===== config.mk =====
export PLATFORM = sky130hd
export DESIGN_NAME = pctd_cell
export DESIGN_NICKNAME = d
export VERILOG_FILES = /design/src/rtl/pctd_pkg.sv /design/src/rtl/pctd_cell.sv
export SDC_FILE = /design/constraint.sdc
export NUM_CORES = 1
export LEC_CHECK = 0
export ABC_AREA = 1
export BUFFER_PORTS_ARGS = -buffer_cell sky130_fd_sc_hd__buf_2
export CAP_MARGIN = 20
export CORE_MARGIN = 4
export CORE_UTILIZATION = 45
export CTS_CLUSTER_DIAMETER = 200
export DETAILED_ROUTE_END_ITERATION = 7
export GPL_TIMING_DRIVEN = 0
export PLACE_DENSITY = 0.81
export SLEW_MARGIN = 20
export SYNTH_ARGS = -nofsm -noshare
export SYNTH_HDL_FRONTEND = slang
export SYNTH_SLANG_ARGS = --single-unit

===== constraint.sdc =====
create_clock -name clock -period 3.15 [get_ports clock]
set_input_delay 0.1575 -clock clock [delete_from_list [all_inputs] [get_ports clock]]
set_output_delay 0.1575 -clock clock [all_outputs]
set_load 0.005 [all_outputs]

===== src/rtl/pctd_pkg.sv =====
// ----------------------------------------------------------------------------
// pctd_pkg - shared types and constants of the prefix code table decoder
// Sizes, codes, beat structs and the control struct of the cell chain.
// ----------------------------------------------------------------------------
package pctd_pkg;

   localparam int TABLE_ENTRIES = 256;
   localparam int MAX_CODE_BITS = 16;

   localparam int KIND_W   = 2;
   localparam int SYMBOL_W = 8;
   localparam int CODE_W   = 16;
   localparam int LENGTH_W = 5;
   localparam int STATUS_W = 2;

   localparam int PREFIX_W = MAX_CODE_BITS;
   localparam int PLEN_W   = $clog2(MAX_CODE_BITS + 1);
   localparam int COUNT_W  = $clog2(TABLE_ENTRIES + 1);
   localparam int INDEX_W  = $clog2(TABLE_ENTRIES);

   typedef logic [PREFIX_W-1:0] prefix_type;
   typedef logic [PLEN_W-1:0]   plen_type;
   typedef logic [COUNT_W-1:0]  count_type;
   typedef logic [INDEX_W-1:0]  index_type;

   localparam count_type FULL_COUNT = count_type'(TABLE_ENTRIES);
   localparam plen_type  PLEN_MAX   = plen_type'(MAX_CODE_BITS);

   typedef enum logic [KIND_W-1:0] {
      KIND_LOAD  = 2'd0,
      KIND_BIT   = 2'd1,
      KIND_END   = 2'd2,
      KIND_CLEAR = 2'd3
   } kind_type;

   typedef enum logic [STATUS_W-1:0] {
      STATUS_SYMBOL   = 2'd0,
      STATUS_OVERFLOW = 2'd1,
      STATUS_LEFTOVER = 2'd2,
      STATUS_FULL     = 2'd3
   } status_type;

   typedef enum logic [1:0] {
      ST_IDLE,
      ST_SEARCH,
      ST_DONE
   } state_type;

   typedef struct packed {
      logic [KIND_W-1:0]   kind;
      logic [SYMBOL_W-1:0] entry_symbol;
      logic [CODE_W-1:0]   entry_code;
      logic [LENGTH_W-1:0] entry_length;
      logic                code_bit;
   } req_type;

   typedef struct packed {
      logic [SYMBOL_W-1:0] out_symbol;
      logic [STATUS_W-1:0] status;
   } rsp_type;

   typedef struct packed {
      logic [SYMBOL_W-1:0] symbol;
      logic [CODE_W-1:0]   code;
      logic [LENGTH_W-1:0] length;
   } entry_type;

   typedef struct packed {
      logic                found;
      logic [SYMBOL_W-1:0] symbol;
   } token_type;

   typedef struct packed {
      logic shift;
      logic init;
      logic chain;
   } cell_ctl_type;

   function automatic prefix_type code_to_prefix(logic [CODE_W-1:0] code);
      return prefix_type'(code);
   endfunction

   function automatic logic [LENGTH_W-1:0] plen_to_length(plen_type plen);
      return LENGTH_W'(plen);
   endfunction

   function automatic count_type index_to_count(int index);
      return count_type'(index);
   endfunction

endpackage


===== src/rtl/pctd_cell.sv =====
// ----------------------------------------------------------------------------
// pctd_cell - one codebook cell of the decoder chain
// Holds one entry, shifts it on to the next cell on a load, compares it with
// the prefix and hands the oldest hit seen so far toward the head of the row.
// ----------------------------------------------------------------------------
module pctd_cell (
   input  logic                      clock,
   input  pctd_pkg::cell_ctl_type    ctl,
   input  logic                      entry_valid,
   input  pctd_pkg::entry_type       entry_left,
   output pctd_pkg::entry_type       entry_out,
   input  pctd_pkg::prefix_type      prefix,
   input  pctd_pkg::plen_type        prefix_length,
   input  pctd_pkg::token_type       token_right,
   output pctd_pkg::token_type       token_out
);

   pctd_pkg::entry_type  entry_ff;
   pctd_pkg::token_type  token_ff;
   pctd_pkg::token_type  token_in;
   pctd_pkg::token_type  own_token;
   pctd_pkg::prefix_type code_ext;
   logic                 code_equal;

   always_comb begin
      code_ext   = pctd_pkg::code_to_prefix(entry_ff.code);
      code_equal = 1'b1;
      for (int j = 0; j < pctd_pkg::PREFIX_W; j++) begin
         if ((j < int'(prefix_length)) && (code_ext[j] != prefix[j])) begin
            code_equal = 1'b0;
         end
      end
      own_token.found  = entry_valid && code_equal &&
                         (entry_ff.length == pctd_pkg::plen_to_length(prefix_length));
      own_token.symbol = entry_ff.symbol;
   end

   // older entries sit further right, so a hit from the right wins
   always_comb begin
      if (ctl.init || !token_right.found) begin
         token_in = own_token;
      end else begin
         token_in = token_right;
      end
   end

   always_ff @(posedge clock) begin
      if (ctl.shift) begin
         entry_ff <= entry_left;
      end
      if (ctl.init || ctl.chain) begin
         token_ff <= token_in;
      end
   end

   assign entry_out = entry_ff;
   assign token_out = token_ff;

endmodule

==> results_dict.tcl, run 1 <==
set metrics [dict create \
    run_status "completed" \
    hold_viol_final 0 \
    grt_max_degree 30 \
    initial_core_util_pct 48.2 \
    synth.distinct_cells 19 \
    crit_type "flop to flop" \
    hp-class "input pin to flop" \
    cp_common_cell "nand2_1" \
    rsz0062_at_grt "no" \
    critPathBufInv 1 \
    coreArea_um2 3770 \
    io_buffers 100 \
    ys.warnings.count 0 \
    postCtsHoldBufs 0 \
    detail-route-antenna-nets 0 \
    drv_slew 0 \
    holdWs_ns 0.0409 \
    gr-total-overflow 0 \
    p_per_area_nw_per_um2 485 \
    postCtsResizedCells 0 \
    viasPerCell 4.66 \
    wl_um 4180 \
    max_cap_viol_count 0 \
    p_int_uw 928 \
    finalPower_mw 1.20 \
    wl_per_cell_um 12.5 \
    dieArea_um2 5120 \
    worst-path-max-fanout 4 \
    post-route-min-period_ns 1.25 \
    dpl-instance-area_um2 2380 \
    cts_tree "yes" \
    p_seq_share_pct 52.2 \
    ctsLongestPathBuffers 2 \
    yosysSeqAreaShare_pct 62.8 \
    cts.sinks 38 \
    num_io_pins 102 \
    final_util_pct 65.8 \
    fmax_ghz 0.803 \
    gp_congestion 0.857 \
    nets 350 \
    cp_slowest_cell "edfxtp_1" \
    tightestPinTransition_ns 0.637 \
    worstPathCellList "inv_1 -> nand2_1 -> nand2_1 -> nor2_1 -> a21oi_1 -> nor2_1 -> nand3_1 -> nand2_1" \
    mostFrequentLayoutCells "101 x buf_2, 54 x nand2_1, 38 x edfxtp_1" \
    startpoint_type "flop" \
    final_layout_size_suffix_gt1_share_pct 42.3 \
    first_pass_iters 4 \
    power_switching_share_pct 22.8 \
    setup_violations 0 \
    syn_area_per_cell_um2 10.2 \
    synth_area_um2 1820 \
    leakage_nw 1.26 \
    synth_nets 243 \
    crit_required_ns 3.18 \
    final_common_cell "buf_2" \
    critPathMaxStageDelay_ns 0.43 \
    area_growth_pct 36.5 \
    cts.clk_slew.worst_paths_ns 0.07 \
    synthCells 179 \
    fin_setup_tns_ns 0 \
    pwr-share-comb_pct 15.4 \
    clock_latency_ns 0.28 \
    clock-root-buffer "clkbuf_8" \
    dp_hpwl_um 3420 \
    cp.arrival_ns 1.27 \
    cts_setup_buffers 0 \
    cp_top_family "flip-flops" \
    grt_usage_pct 16.9 \
    antennaDiodeCount 0 \
    finClkSkew_ns 0.00456 \
    die_w_um 71.6 \
    cts_buffers 5 \
    first_global_vias 1594 \
    post-route-period-util_pct 39.5 \
    maxSlewHeadroom_pct 57.5 \
    vias 1556 \
    drc 0 \
    switching_power_uw 274 \
    drt_iter0_drc 54 \
    rows 22 \
    design_area_um2 2480 \
    antenna_found_initial 0 \
    power_frac_clock_pct 32.4 \
    die_h_um 71.6 \
    ys_ff_latch 38 \
    endpoint_kind "flop" \
    grt_pass1_wl_um 6690 \
    ir_drop_mv 0.306 \
    htree_num_levels 2 \
]
-- sequential cells by signal (all words and copies together), names as in the netlist --
signal     count
code_ext      16
entry_out     13
token_out      9
-- cell type report --
cell class                 instances  area [um^2]
multi-input combinational        113          571
sequential                        38         1140
buffer                             1         5.00
inverter                          27          101
fill                             328         1290
tap                               48         60.1
clock inverter                     2         33.8
timing repair buffer             100          500
clock buffer                       5         68.8
-- Yosys cell counts, drive strengths merged --
library cell	n	share of area, %
inv	27	5.6
o21ai	2	0.55
xnor2	2	0.96
nor2	22	5.1
a21oi	4	1.1
xor2	6	2.9
nand3	10	3.0
a21boi	1	0.41
edfxtp	38	63
mux2	8	5.0
or2	1	0.34
nor3	2	0.55
buf	1	0.28
nand2	55	11
-- final timing paths --
check	startpoint	endpoint	slack, ns	cells past startpoint
hold reg to reg	entry_out[22]	token_out[1]	0.58	1
hold / removal	entry_left[12]	code_ext[7]	0.04	1
setup / recovery	code_ext[2]	token_out[8]	1.90	8
setup reg to reg	code_ext[2]	token_out[8]	1.90	8
-- per-layer routing --
layer  vias to the layer above  track usage, %  share of wire [%]
met5                         -               0                  0
met4                         0            7.93                2.9
met3                        12            5.75                9.8
met2                        80            30.0                 52
met1                       670            18.0                 35
li1                        794               -                  -
-- metrics by stage --
step	setup slack, ns	instances
detailed placement	1.91	327
global placement	1.93	327
CTS	1.90	334
global route	1.75	334
finish	1.90	334
floorplan	1.99	179
-- kinds of logic after synthesis --
logic type	synth area share [%]
AOI/OAI and AO/OA	2.06
xor gates and xnor gates	3.85
buffers and inverters	5.85
DFF	62.8
muxes	4.96
and+or+nand+nor	20.5
-- power by group through the flow --
stage | clock network (mW) | registers (mW) | logic [mW]
finish | 0.390 | 0.628 | 0.185
global route | 0.420 | 0.635 | 0.210
CTS | 0.396 | 0.629 | 0.188
detailed placement | 0 | 0.640 | 0.187
global placement | 0 | 0.635 | 0.182
floorplan | 0 | 0.644 | 0.0735
Note: power is estimated with default switching activity, not from simulation.
==> inputs of run 2 (changes only) <==
--- a/config.mk
+++ b/config.mk
@@ -9,11 +9,11 @@
 export BUFFER_PORTS_ARGS = -buffer_cell sky130_fd_sc_hd__buf_2
 export CAP_MARGIN = 20
 export CORE_MARGIN = 4
-export CORE_UTILIZATION = 45
+export CORE_UTILIZATION = 40
 export CTS_CLUSTER_DIAMETER = 200
 export DETAILED_ROUTE_END_ITERATION = 7
 export GPL_TIMING_DRIVEN = 0
-export PLACE_DENSITY = 0.81
+export PLACE_DENSITY = 0.76
 export SLEW_MARGIN = 20
 export SYNTH_ARGS = -nofsm -noshare
 export SYNTH_HDL_FRONTEND = slang
==> constraint.sdc (replaced) <==
create_clock -name clock -period 1 [get_ports clock]
set_input_delay 0.05 -clock clock [delete_from_list [all_inputs] [get_ports clock]]
set_output_delay 0.05 -clock clock [all_outputs]
set_load 0.005 [all_outputs]
==> results_dict.tcl, run 2 (synthesized netlist as in run 1, its figures left out) <==
set metrics [dict create \
    run_status "finished with violations" \
    violations "setup timing" \
    max_cap_viol_count 0 \
    ctsLongestPathBuffers 2 \
    holdWs_ns 0.0601 \
    cp.arrival_ns 1.30 \
    setup_violations 1 \
    dp_hpwl_um 3410 \
    finClkSkew_ns 0.00318 \
    nets 379 \
    first_global_vias 1645 \
    grt_usage_pct 16.6 \
    initial_core_util_pct 41.5 \
    area_growth_pct 52.0 \
    power_frac_clock_pct 28.2 \
    cts_setup_buffers 0 \
    final_layout_size_suffix_gt1_share_pct 39.2 \
    antennaDiodeCount 0 \
    rsz0062_at_grt "yes" \
    grt_pass1_wl_um 6990 \
    finalPower_mw 3.69 \
    p_seq_share_pct 53.6 \
    gp_congestion 0.849 \
    mostFrequentLayoutCells "101 x buf_2, 54 x nand2_1, 38 x edfxtp_1" \
    pwr-share-comb_pct 18.2 \
    clock-root-buffer "clkbuf_8" \
    wl_um 4550 \
    cts_buffers 5 \
    clock_latency_ns 0.28 \
    final_cell_count_no_fill 368 \
    ir_drop_mv 1.17 \
    rows 24 \
    p_int_mw 2.77 \
    grt_max_degree 30 \
    leakage_nw 1.37 \
    hp-class "input pin to flop" \
    drt_iter0_drc 64 \
    gr-total-overflow 0 \
    final_util_pct 63.0 \
    crit_start "code_ext[2]" \
    fmax_ghz 0.789 \
    pre_cts_slack_ns -0.283 \
    final_common_cell "buf_2" \
    startpoint_type "flop" \
    largest_reg_flops 16 \
    die_w_um 75.4 \
    worst-path-max-fanout 4 \
    cts.sinks 38 \
    coreArea_um2 4380 \
    dieArea_um2 5690 \
    fin_setup_tns_ns -0.267 \
    vias 1677 \
    detail-route-antenna-nets 0 \
    die_h_um 75.4 \
    wl_per_cell_um 12.4 \
    setup_slack_ns -0.267 \
    maxSlewHeadroom_pct 55.4 \
    design_area_um2 2760 \
    cts.clk_slew.worst_paths_ns 0.08 \
    endpoint_kind "flop" \
    crit_required_ns 1.03 \
    first_pass_iters 4 \
    antenna_found_initial 0 \
    viasPerCell 4.56 \
    htree_num_levels 2 \
    drc 0 \
    tightestPinTransition_ns 0.669 \
    num_io_pins 102 \
    p_per_area_nw_per_um2 1340 \
    switching_power_uw 929 \
    hold_viol_final 0 \
    post-route-min-period_ns 1.27 \
    placed_cells 331 \
    cts_tree "yes" \
    worstHoldStart "token_right[3]" \
    io_buffers 100 \
    dpl-instance-area_um2 2380 \
    post-route-period-util_pct 127 \
    r2r_start "code_ext[2]" \
    crit_type "flop to flop" \
    power_switching_share_pct 25.2 \
    drv_slew 0 \
]
-- run 2: final cells by class --
class                           instances  area, um^2
Inverter                               27         101
Sequential cell                        38        1140
Multi-Input combinational cell        113         571
Clock inverter                          3        21.3
Tap cell                               52        65.1
Buffer                                  1        5.00
Clock buffer                            5        68.8
Fill cell                             369        1620
Timing Repair Buffer                  129         791
-- run 2: final timing paths --
check                 endpoint  slack [ns]  cells after the start
hold reg to reg   token_out[1]        0.57                      1
setup reg to reg  token_out[8]       -0.27                      8
hold / removal    token_out[3]        0.06                      2
setup / recovery  token_out[8]       -0.27                      8
-- run 2: what timing repair did --
item	CTS	global route
endpoints found under the setup margin	1	1
endpoints found under the hold margin	29	0
resized for setup	1	1
pin swaps	3	1
hold buffers	29	0
-- run 2: routing by layer --
metal,routed length [um],global-route usage (%)
met5,0,0
met2,2390,30.2
met1,1670,17.8
met3,439,5.01
met4,53,6.99
-- run 2: worst max-delay path, cell delays in order, from the launching register on --
cell and delay (ns):
edfxtp_1 0.45, inv_2 0.08, nand2_1 0.05, nand2_1 0.07, nor2_1 0.05, a21oi_1 0.12
nor2_1 0.05, nand3_1 0.09, nand2_1 0.05
-- run 2: power groups by stage --
stage                     combinational, mW  sequential, mW  clock (mW)
after floorplan                       0.231            2.03           0
after global placement                0.578            2.01           0
after detailed placement              0.587            2.02           0
after CTS                             0.678            1.98        1.08
after global routing                  0.756            2.00        1.15
final                                 0.671            1.98        1.04
==> inputs of run 3 (changes only) <==
--- a/config.mk
+++ b/config.mk
@@ -8,6 +8,7 @@
 export ABC_AREA = 1
 export BUFFER_PORTS_ARGS = -buffer_cell sky130_fd_sc_hd__buf_2
 export CAP_MARGIN = 20
+export CORE_ASPECT_RATIO = 0.7
 export CORE_MARGIN = 4
 export CORE_UTILIZATION = 40
 export CTS_CLUSTER_DIAMETER = 200
==> results_dict.tcl, run 3 (synthesized netlist as in run 1, its figures left out) <==
set metrics [dict create \
    finClkSkew_ns 0.00340 \
    detail-route-antenna-nets 0 \
    rsz0062_at_grt "yes" \
    gp_congestion 0.879 \
    gr-total-overflow 0 \
    violations "setup timing" \
    rows 20 \
    ir_drop_mv 1.09 \
    cts.clk_slew.worst_paths_ns 0.08 \
    clock_latency_ns 0.29 \
    tightestPinTransition_ns 0.629 \
    nets 381 \
    setup_violations 2 \
    final_layout_size_suffix_gt1_share_pct 39.6 \
    grt_pass1_wl_um 7960 \
    grt_max_degree 30 \
    placed_cells 334 \
    die_w_um 88.6 \
    num_io_pins 102 \
    crit_start "code_ext[10]" \
    crit_type "flop to flop" \
    initial_core_util_pct 41.8 \
    final_cell_count_no_fill 373 \
    die_h_um 64.4 \
    p_per_area_nw_per_um2 1490 \
    fmax_ghz 0.780 \
    worstHoldStart "token_right[1]" \
    coreArea_um2 4350 \
    drv_slew 0 \
    largest_reg_flops 16 \
    final_util_pct 65.5 \
    first_global_vias 1785 \
    hp-class "input pin to flop" \
    wl_um 4870 \
    drt_iter0_drc 126 \
    holdWs_ns 0.0610 \
    worst-path-max-fanout 2 \
    finalPower_mw 4.24 \
    cts.sinks 38 \
    dp_hpwl_um 3590 \
    mostFrequentLayoutCells "99 x buf_2, 54 x nand2_1, 38 x edfxtp_1" \
    dieArea_um2 5700 \
    hold_viol_final 0 \
    antenna_found_initial 0 \
    post-route-period-util_pct 128 \
    wl_per_cell_um 13.0 \
    setup_slack_ns -0.282 \
    max_cap_viol_count 0 \
    cts_tree "yes" \
    fin_setup_tns_ns -0.282 \
    endpoint_kind "flop" \
    vias 1707 \
    post-route-min-period_ns 1.28 \
    antennaDiodeCount 0 \
    maxSlewHeadroom_pct 58.1 \
    area_growth_pct 56.9 \
    leakage_nw 1.41 \
    cts_buffers 5 \
    io_buffers 100 \
    grt_usage_pct 18.5 \
    final_common_cell "buf_2" \
    startpoint_type "flop" \
    viasPerCell 4.58 \
    first_pass_iters 4 \
    clock-root-buffer "clkbuf_8" \
    htree_num_levels 2 \
    cp.arrival_ns 1.32 \
    ctsLongestPathBuffers 2 \
    run_status "finished with violations" \
    r2r_start "code_ext[10]" \
    crit_required_ns 1.03 \
    drc 0 \
]
-- run 3: cell types whose count changed in the layout (fill, tap and decap cells not counted) --
cell        previous run  this run
buf_6                  0         4
buf_2                101        99
bufinv_16              0         2
clkinv_2               1         0
clkinvlp_4             1         0
inv_1                 25        26
inv_2                  2         1
nor2_1                20        19
nor2_2                 1         2
-- run 3: critical path: stages, from the launching register on --
cell and delay (ns):
edfxtp_1 0.42, xor2_1 0.17, nand2_1 0.07, a21oi_1 0.15, nor2_2 0.07, nand3_1 0.09, nand2_1 0.05
-- run 3: final timing paths --
| kind | endpoint | slack, ns | cells after the start |
|---|---|---|---|
| setup reg to reg | token_out[8] | -0.28 | 6 |
| setup / recovery | token_out[8] | -0.28 | 6 |
| hold / removal | token_out[1] | 0.06 | 2 |
| hold reg to reg | token_out[3] | 0.58 | 1 |
-- run 3: cell type report --
type | count | area, um^2
Buffer | 1 | 5.00
Clock buffer | 5 | 68.8
Clock inverter | 3 | 68.8
Fill cell | 356 | 1500
Inverter | 27 | 101
Multi-Input combinational cell | 113 | 573
Sequential cell | 38 | 1140
Tap cell | 55 | 68.8
Timing Repair Buffer | 131 | 826
-- run 3: routing by layer --
metal	GRT usage, %	vias to the layer above	wire (um)
met1	22.2	770	1920
met4	8.49	0	138
met2	30.8	73	2440
met3	4.77	13	373
li1	-	851	-
met5	0	-	0
-- run 3: what timing repair did --
action | 4_1_cts | 5_1_grt
gates resized for setup | 2 | 4
endpoints found under the setup margin | 1 | 3
hold buffers | 29 | 0
pin swaps | 1 | 1
hold endpoints to repair | 29 | 0
buffers inserted | 2 | 1
-- run 3: metrics by stage --
step | setup WS [ns] | cell area [um^2]
global placement | -0.254 | 2390
global route | -0.396 | 2850
detailed placement | -0.266 | 2390
finish | -0.282 | 2850
floorplan | -0.130 | 1820
CTS | -0.260 | 2830
-- run 3: power by group --
| group | switching (mW) | leakage [nW] | internal (mW) | total, mW |
|---|---|---|---|---|
| Sequential | 0.0711 | 0.376 | 1.91 | 1.98 |
| Combinational | 0.322 | 0.967 | 0.382 | 0.704 |
| Clock | 0.553 | 0.0683 | 0.999 | 1.55 |
